--- config.mk ---
export PLATFORM = sky130hd
export DESIGN_NAME = ordered_queue_delete_by_key_core
export DESIGN_NICKNAME = d
export VERILOG_FILES = /design/src/hw/rtl/ordq_pkg.sv /design/src/hw/rtl/ordq_keycmp.sv /design/src/hw/rtl/ordq_store.sv /design/src/hw/rtl/ordered_queue_delete_by_key_core.sv
export SDC_FILE = /design/constraint.sdc
export NUM_CORES = 2
export LEC_CHECK = 0
export BUFFER_PORTS_ARGS = -buffer_cell sky130_fd_sc_hd__buf_2
export CAP_MARGIN = 20
export CORE_MARGIN = 2
export CORE_UTILIZATION = 25
export CTS_BUF_LIST = sky130_fd_sc_hd__clkbuf_16
export DETAILED_ROUTE_END_ITERATION = 10
export PLACE_DENSITY_LB_ADDON = 0.1
export SYNTH_ARGS = -nofsm -noshare
export SYNTH_HDL_FRONTEND = slang
export SYNTH_SLANG_ARGS = --single-unit
--- constraint.sdc ---
create_clock -name clk -period 5.1 [get_ports clk]
set_clock_uncertainty 0.1 [all_clocks]
set_input_delay 1.02 -clock clk [delete_from_list [all_inputs] [get_ports clk]]
set_output_delay 1.02 -clock clk [all_outputs]
set_load 0.02 [all_outputs]
--- src/hw/rtl/ordq_pkg.sv ---
package ordq_pkg;

	localparam int DEPTH     = 16;
	localparam int KEY_BYTES = 7;

	localparam int KEY_W    = 56;
	localparam int KIND_W   = 2;
	localparam int STATUS_W = 3;
	localparam int POS_W    = 4;
	localparam int COUNT_W  = 5;

	localparam int IDX_W = $clog2(DEPTH);
	localparam int CNT_W = $clog2(DEPTH + 1);

	localparam int CMP_BYTES = (KEY_BYTES < KEY_W / 8) ? KEY_BYTES : KEY_W / 8;
	localparam logic [KEY_W-1:0] KEY_MASK = {KEY_W{1'b1}} >> (KEY_W - 8 * CMP_BYTES);

	typedef logic [KEY_W-1:0] key_t;
	typedef logic [IDX_W-1:0] idx_t;
	typedef logic [CNT_W-1:0] cnt_t;

	typedef enum logic [KIND_W-1:0] {
		KIND_APPEND = 2'd0,
		KIND_DELETE = 2'd1,
		KIND_DUMP   = 2'd2
	} kind_t;

	typedef enum logic [STATUS_W-1:0] {
		STS_INSERTED   = 3'd0,
		STS_FULL       = 3'd1,
		STS_DELETED    = 3'd2,
		STS_NOT_FOUND  = 3'd3,
		STS_DUMP_ENTRY = 3'd4,
		STS_DUMP_EMPTY = 3'd5
	} status_t;

	typedef struct packed {
		logic we;
		idx_t waddr;
		key_t wdata;
		logic re;
		idx_t raddr;
	} mem_req_t;

	function automatic logic [POS_W-1:0] to_pos(input idx_t idx);
		logic [31:0] wide;
		wide = 32'(idx);
		return wide[POS_W-1:0];
	endfunction

	function automatic logic [COUNT_W-1:0] to_count(input cnt_t cnt);
		logic [31:0] wide;
		wide = 32'(cnt);
		return wide[COUNT_W-1:0];
	endfunction

endpackage

--- src/hw/rtl/ordq_keycmp.sv ---
module ordq_keycmp (
	input  ordq_pkg::key_t a,
	input  ordq_pkg::key_t b,
	output logic           eq
);
	import ordq_pkg::*;

	always_comb begin
		logic done;
		logic eq_v;
		done = 1'b0;
		eq_v = 1'b1;
		// string compare, stops at the first zero byte
		for (int i = 0; i < CMP_BYTES; i++) begin
			if (!done) begin
				if (a[8*i +: 8] != b[8*i +: 8]) begin
					eq_v = 1'b0;
					done = 1'b1;
				end else if (a[8*i +: 8] == 8'd0) begin
					done = 1'b1;
				end
			end
		end
		eq = eq_v;
	end

endmodule

--- src/hw/rtl/ordq_store.sv ---
module ordq_store (
	input  logic               clk,
	input  ordq_pkg::mem_req_t req,
	output ordq_pkg::key_t     rdata
);
	import ordq_pkg::*;

	key_t mem_q [DEPTH];
	key_t rdata_q;

	always_ff @(posedge clk) begin
		if (req.we) begin
			mem_q[req.waddr] <= req.wdata;
		end
		if (req.re) begin
			rdata_q <= mem_q[req.raddr];
		end
	end

	assign rdata = rdata_q;

endmodule

--- src/hw/rtl/ordered_queue_delete_by_key_core.sv ---
// append: S_APPEND writes the key, S_REPORT the result; new beats only taken in idle
// delete: S_SCAN_RD/S_SCAN_CMP per entry scanned, S_SHIFT_RD/S_SHIFT_WR per entry
// moved up; one key compare and one key store (a read and a write port) set the pace
// dump: S_DUMP_RD then S_DUMP_EMIT per result beat, one store read per entry
// reset clears the entry count (queue empty); stored keys are left as they are
module ordered_queue_delete_by_key_core (
	input  logic                            clk,
	input  logic                            arst_n,
	input  logic                            in_valid,
	output logic                            in_ready,
	input  logic [ordq_pkg::KIND_W-1:0]     kind,
	input  ordq_pkg::key_t                  key,
	output logic                            out_valid,
	input  logic                            out_ready,
	output logic [ordq_pkg::STATUS_W-1:0]   status,
	output ordq_pkg::key_t                  entry_key,
	output logic [ordq_pkg::POS_W-1:0]      position,
	output logic [ordq_pkg::COUNT_W-1:0]    count,
	output logic                            last
);
	import ordq_pkg::*;

	typedef enum logic [8:0] {
		S_IDLE      = 9'b000000001,
		S_APPEND    = 9'b000000010,
		S_SCAN_RD   = 9'b000000100,
		S_SCAN_CMP  = 9'b000001000,
		S_SHIFT_RD  = 9'b000010000,
		S_SHIFT_WR  = 9'b000100000,
		S_DUMP_RD   = 9'b001000000,
		S_DUMP_EMIT = 9'b010000000,
		S_REPORT    = 9'b100000000
	} state_t;

	state_t   state_q;
	cnt_t     count_q;
	idx_t     idx_q;
	key_t     key_q;
	status_t  res_status_q;
	key_t     res_key_q;
	idx_t     res_pos_q;

	logic                  out_valid_q;
	status_t               out_status_q;
	key_t                  out_key_q;
	logic [POS_W-1:0]      out_pos_q;
	logic [COUNT_W-1:0]    out_count_q;
	logic                  out_last_q;

	mem_req_t mem_req;
	key_t     rdata;
	logic     key_eq;
	cnt_t     idx_next;
	logic     more;
	logic     out_free;

	ordq_store u_store (
		.clk   (clk),
		.req   (mem_req),
		.rdata (rdata)
	);

	ordq_keycmp u_keycmp (
		.a  (rdata),
		.b  (key_q),
		.eq (key_eq)
	);

	assign idx_next = CNT_W'(idx_q) + CNT_W'(1);
	assign more     = idx_next < count_q;
	assign out_free = !out_valid_q || out_ready;

	always_comb begin
		mem_req       = '0;
		mem_req.wdata = key_q;
		case (state_q)
			S_APPEND: begin
				mem_req.we    = (count_q != CNT_W'(DEPTH));
				mem_req.waddr = count_q[IDX_W-1:0];
			end
			S_SCAN_RD, S_DUMP_RD: begin
				mem_req.re    = 1'b1;
				mem_req.raddr = idx_q;
			end
			S_SHIFT_RD: begin
				mem_req.re    = more;
				mem_req.raddr = idx_next[IDX_W-1:0];
			end
			S_SHIFT_WR: begin
				mem_req.we    = 1'b1;
				mem_req.waddr = idx_q;
				mem_req.wdata = rdata;
			end
			default: begin
			end
		endcase
	end

	always_ff @(posedge clk or negedge arst_n) begin
		if (!arst_n) begin
			state_q     <= S_IDLE;
			count_q     <= '0;
			out_valid_q <= 1'b0;
		end else begin
			if (out_valid_q && out_ready) begin
				out_valid_q <= 1'b0;
			end
			case (state_q)
				S_IDLE: begin
					if (in_valid) begin
						case (kind_t'(kind))
							KIND_APPEND: state_q <= S_APPEND;
							KIND_DELETE: state_q <= (count_q == '0) ? S_REPORT : S_SCAN_RD;
							KIND_DUMP:   state_q <= (count_q == '0) ? S_REPORT : S_DUMP_RD;
							default:     state_q <= S_IDLE;
						endcase
					end
				end
				S_APPEND: begin
					if (count_q != CNT_W'(DEPTH)) begin
						count_q <= count_q + CNT_W'(1);
					end
					state_q <= S_REPORT;
				end
				S_SCAN_RD: begin
					state_q <= S_SCAN_CMP;
				end
				S_SCAN_CMP: begin
					if (key_eq) begin
						state_q <= S_SHIFT_RD;
					end else if (more) begin
						state_q <= S_SCAN_RD;
					end else begin
						state_q <= S_REPORT;
					end
				end
				S_SHIFT_RD: begin
					if (more) begin
						state_q <= S_SHIFT_WR;
					end else begin
						count_q <= count_q - CNT_W'(1);
						state_q <= S_REPORT;
					end
				end
				S_SHIFT_WR: begin
					state_q <= S_SHIFT_RD;
				end
				S_DUMP_RD: begin
					state_q <= S_DUMP_EMIT;
				end
				S_DUMP_EMIT: begin
					if (out_free) begin
						out_valid_q <= 1'b1;
						state_q     <= more ? S_DUMP_RD : S_IDLE;
					end
				end
				S_REPORT: begin
					if (out_free) begin
						out_valid_q <= 1'b1;
						state_q     <= S_IDLE;
					end
				end
				default: begin
					state_q <= S_IDLE;
				end
			endcase
		end
	end

	always_ff @(posedge clk) begin
		case (state_q)
			S_IDLE: begin
				idx_q     <= '0;
				key_q     <= key & KEY_MASK;
				res_key_q <= '0;
				res_pos_q <= '0;
				case (kind_t'(kind))
					KIND_DELETE: res_status_q <= STS_NOT_FOUND;
					KIND_DUMP:   res_status_q <= STS_DUMP_EMPTY;
					default:     res_status_q <= STS_INSERTED;
				endcase
			end
			S_APPEND: begin
				res_status_q <= (count_q != CNT_W'(DEPTH)) ? STS_INSERTED : STS_FULL;
			end
			S_SCAN_CMP: begin
				if (key_eq) begin
					res_key_q    <= rdata;
					res_pos_q    <= idx_q;
					res_status_q <= STS_DELETED;
				end else if (more) begin
					idx_q <= idx_next[IDX_W-1:0];
				end
			end
			S_SHIFT_WR: begin
				idx_q <= idx_next[IDX_W-1:0];
			end
			S_DUMP_EMIT: begin
				if (out_free) begin
					out_status_q <= STS_DUMP_ENTRY;
					out_key_q    <= rdata;
					out_pos_q    <= to_pos(idx_q);
					out_count_q  <= to_count(count_q);
					out_last_q   <= !more;
					if (more) begin
						idx_q <= idx_next[IDX_W-1:0];
					end
				end
			end
			S_REPORT: begin
				if (out_free) begin
					out_status_q <= res_status_q;
					out_key_q    <= res_key_q;
					out_pos_q    <= to_pos(res_pos_q);
					out_count_q  <= to_count(count_q);
					out_last_q   <= 1'b1;
				end
			end
			default: begin
			end
		endcase
	end

	assign in_ready  = (state_q == S_IDLE);
	assign out_valid = out_valid_q;
	assign status    = out_status_q;
	assign entry_key = out_key_q;
	assign position  = out_pos_q;
	assign count     = out_count_q;
	assign last      = out_last_q;

endmodule

==> impl_results.md <==
* Htree depth at 4
* Post-synth EDFFs at between 1000 and 1500
* Syn_area_per_cell at approximately 20 sq um
* Crit Path Class: reg -> reg
* Detailed Place HPWL at between 70 and 80 mm
* Clock-pin slew on the worst setup and hold paths at about 60 ps
* CTS tree: done
* First-pass GRT wire length at 188 mm
* Minimum clock period at about 4000 ps
* Cts hold-fix bufs at 0
* Post-DRT Antenna Nets at 0
* Vias in the first global route at ~24000
* Initial Util at 0.252
* Max_cap viols at 0
* # setup viols final at 0
* Largest net degree at the start of global routing at 97
* P_leak at between 15 and 20 nW
* Total negative setup slack at 0 ps
* RSZ-0062 raised after global routing: no
* I/O Pins at about 130
* Slew @ Worst Pin at about 1000 ps
* Worst IR drop on VDD at 355 uV
* Worst setup SP type: register
* Number of synthesis warnings at 0
* FP Rows at ~160
* Clock root buffer: clkbuf_16
* Fin nets at ~2600
* Via density at about 4.5
* Die H at approximately 430 um
* R2r setup slk at roughly 1100 ps
* WL final at between 100 and 150 mm
* Slew HR at 0.296
* Library cells used by synthesis at 57
* Outcome: finished, final reports clean
* Met3 Use GR at 0.0255
* Synth Flop Type: edfxtp_1
* Clock Latency Late Sink at between 700 and 800 ps
* Initial antenna violation count at 7
* Max Freq at between 200 and 250 MHz
* Initial DRC count at ~1600
* Seq cells post-synth at around 1200
* DRC viols at 0
* Hold WS at around 75 ps
* WP data arrival at between 4000 and 5000 ps
* Syn Inst Count at 2231
* Endpoints failing hold at 0
* Seq/Total Area, Yosys at 0.761
* Grt ovf at 0
* Placer Congestion at between 0.7 and 0.8
* Total clock sinks at 1159
* Core area at about 180000 sq um
* I/O Buffers at approximately 130
* CP endpoint kind: register
* CTS max path bufs at 3
* Share of cells above drive strength 1 at 0.282
* CP required at 5410 ps
* Most common cell after layout, fill and taps aside: edfxtp_1
* Average routed wire per standard cell at 26.8 um
* Gr busiest metal: met2
* Async SR Flop Fraction at 0.0129
* Most frequent cells in the layout: edfxtp_1 (1144), mux4_2 (224), nand2_1 (187)
* Cts repair resizes at 0
* Via count at approximately 22000
* Setup Buffers After CTS at 0
* Area Overhead vs Synth at 18.8%
* Worst Path Max Fanout at 16
* Fin. max-slew vios at 0
* P per Cell Area at 456 nW/um^2
* Total CTS buffers at 136
* M2 GR Usage at 0.240
* Gr usage total at 0.143
* Die width at roughly 430 um
* Layout Utilization at 0.299
* Final worst-path cycle share at 0.788
* Syn nets at between 2000 and 2500
* Mapped Area at around 46000 sq um
* DRT Pass-1 Iters at 6
* Worst min-delay path class: in -> async
* Area of the die at 186000 sq um
* M1 GR Usage at 0.190
-- registers in the layout (all words and copies together), names as in the netlist, 3 cells and up --
name	flops
u_store.mem_q	896
entry_key	56
key_q	56
res_key_q	56
u_store.rdata	56
state_q	9
count	5
count_q	5
idx_q	4
position	4
res_pos_q	4
res_status_q	3
status	3
-- synth_stat cells (all sizes together) (4+ instances only) --
cell type / instances / area (sq um)
nand3: 5 / 25.0
edfxtp: 1144 / 34400
dfrtp: 14 / 350
nand2: 190 / 716
nand2b: 6 / 37.5
xnor2: 17 / 149
nand4: 9 / 56.3
a21oi: 17 / 85.1
nor2: 35 / 131
nand4b: 5 / 43.8
ha: 12 / 150
mux2i: 170 / 1700
o21ai: 14 / 70.1
xor2: 43 / 377
mux2: 62 / 698
nor4: 27 / 184
inv: 15 / 56.3
and3: 4 / 25.0
clkbuf: 43 / 161
buf: 61 / 380
mux4: 224 / 5040
and2: 63 / 394
-- cells by family (layout without fill, tap and decap cells) --
| family | count (synthesis) | in the layout | synth area share |
|---|---|---|---|
| AO/OA/AOI/OAI | 63 | 63 | 0.00916 |
| XOR/XNOR | 60 | 60 | 0.0115 |
| adder cells (fa/ha/maj) | 13 | 13 | 0.00373 |
| buffers and inverters | 119 | 474 | 0.0131 |
| flip-flops | 1159 | 1159 | 0.761 |
| multiplexers | 456 | 456 | 0.163 |
| other | 0 | 2 | 0 |
| AND/OR/NAND/NOR | 361 | 361 | 0.0382 |
-- final timing paths --
kind,start,to,cells after the start
max reg2reg,state_q[6],u_store.mem_q[3][26],8
min in group clk,key[40],key_q[40],1
min,arst_n,count_q[3],1
max in group asynchronous,arst_n,state_q[0],1
max,state_q[6],u_store.mem_q[3][26],8
min reg2reg,res_status_q[2],status[2],1
-- worst max-delay path: stages, from the launching register on --
cell	delay (ps)
dfrtp_1	500
nor4_1	430
nand4b_1	130
buf_4	190
a2111oi_0	850
o21ai_0	180
buf_4	220
nor2_4	520
buf_4	480
-- report_power, final --
| part | leakage [nW] | internal, mW | total [mW] | switching (mW) |
|---|---|---|---|---|
| sequential | 10.6 | 12.1 | 12.5 | 0.407 |
| combinational | 5.69 | 0.710 | 2.80 | 2.09 |
| clock | 2.20 | 5.49 | 9.42 | 3.93 |
-- metrics by stage --
step | cells | setup WS (ps) | cell area [sq um] | total power, mW
6_report | 4958 | 1080 | 54200 | 24.7
5_1_grt | 4957 | 823 | 54200 | 25.8
3_5_place_dp | 4713 | 1170 | 49900 | 15.6
4_1_cts | 4956 | 1120 | 54200 | 25.2
2_1_floorplan | 2231 | 349 | 45600 | 14.2
3_3_place_gp | 4712 | 1170 | 49900 | 15.6
-- per-layer routing --
metal | share of wire | up-vias
li1 | - | 9537
met3 | 0.038 | 194
met1 | 0.44 | 12000
met4 | 0.027 | 0
met2 | 0.49 | 478
met5 | 0 | -
-- cell type report --
class	count	area, sq um
well taps	2370	2970
diodes	2	5.00
clock inverters	101	734
clock buffers	142	3550
repair buffers	216	1680
inverters	15	57.6
flip-flops and latches	1159	34700
multi-input cells	953	10500
fillers	17600	127000
Note: power is estimated with default switching activity, not from simulation.
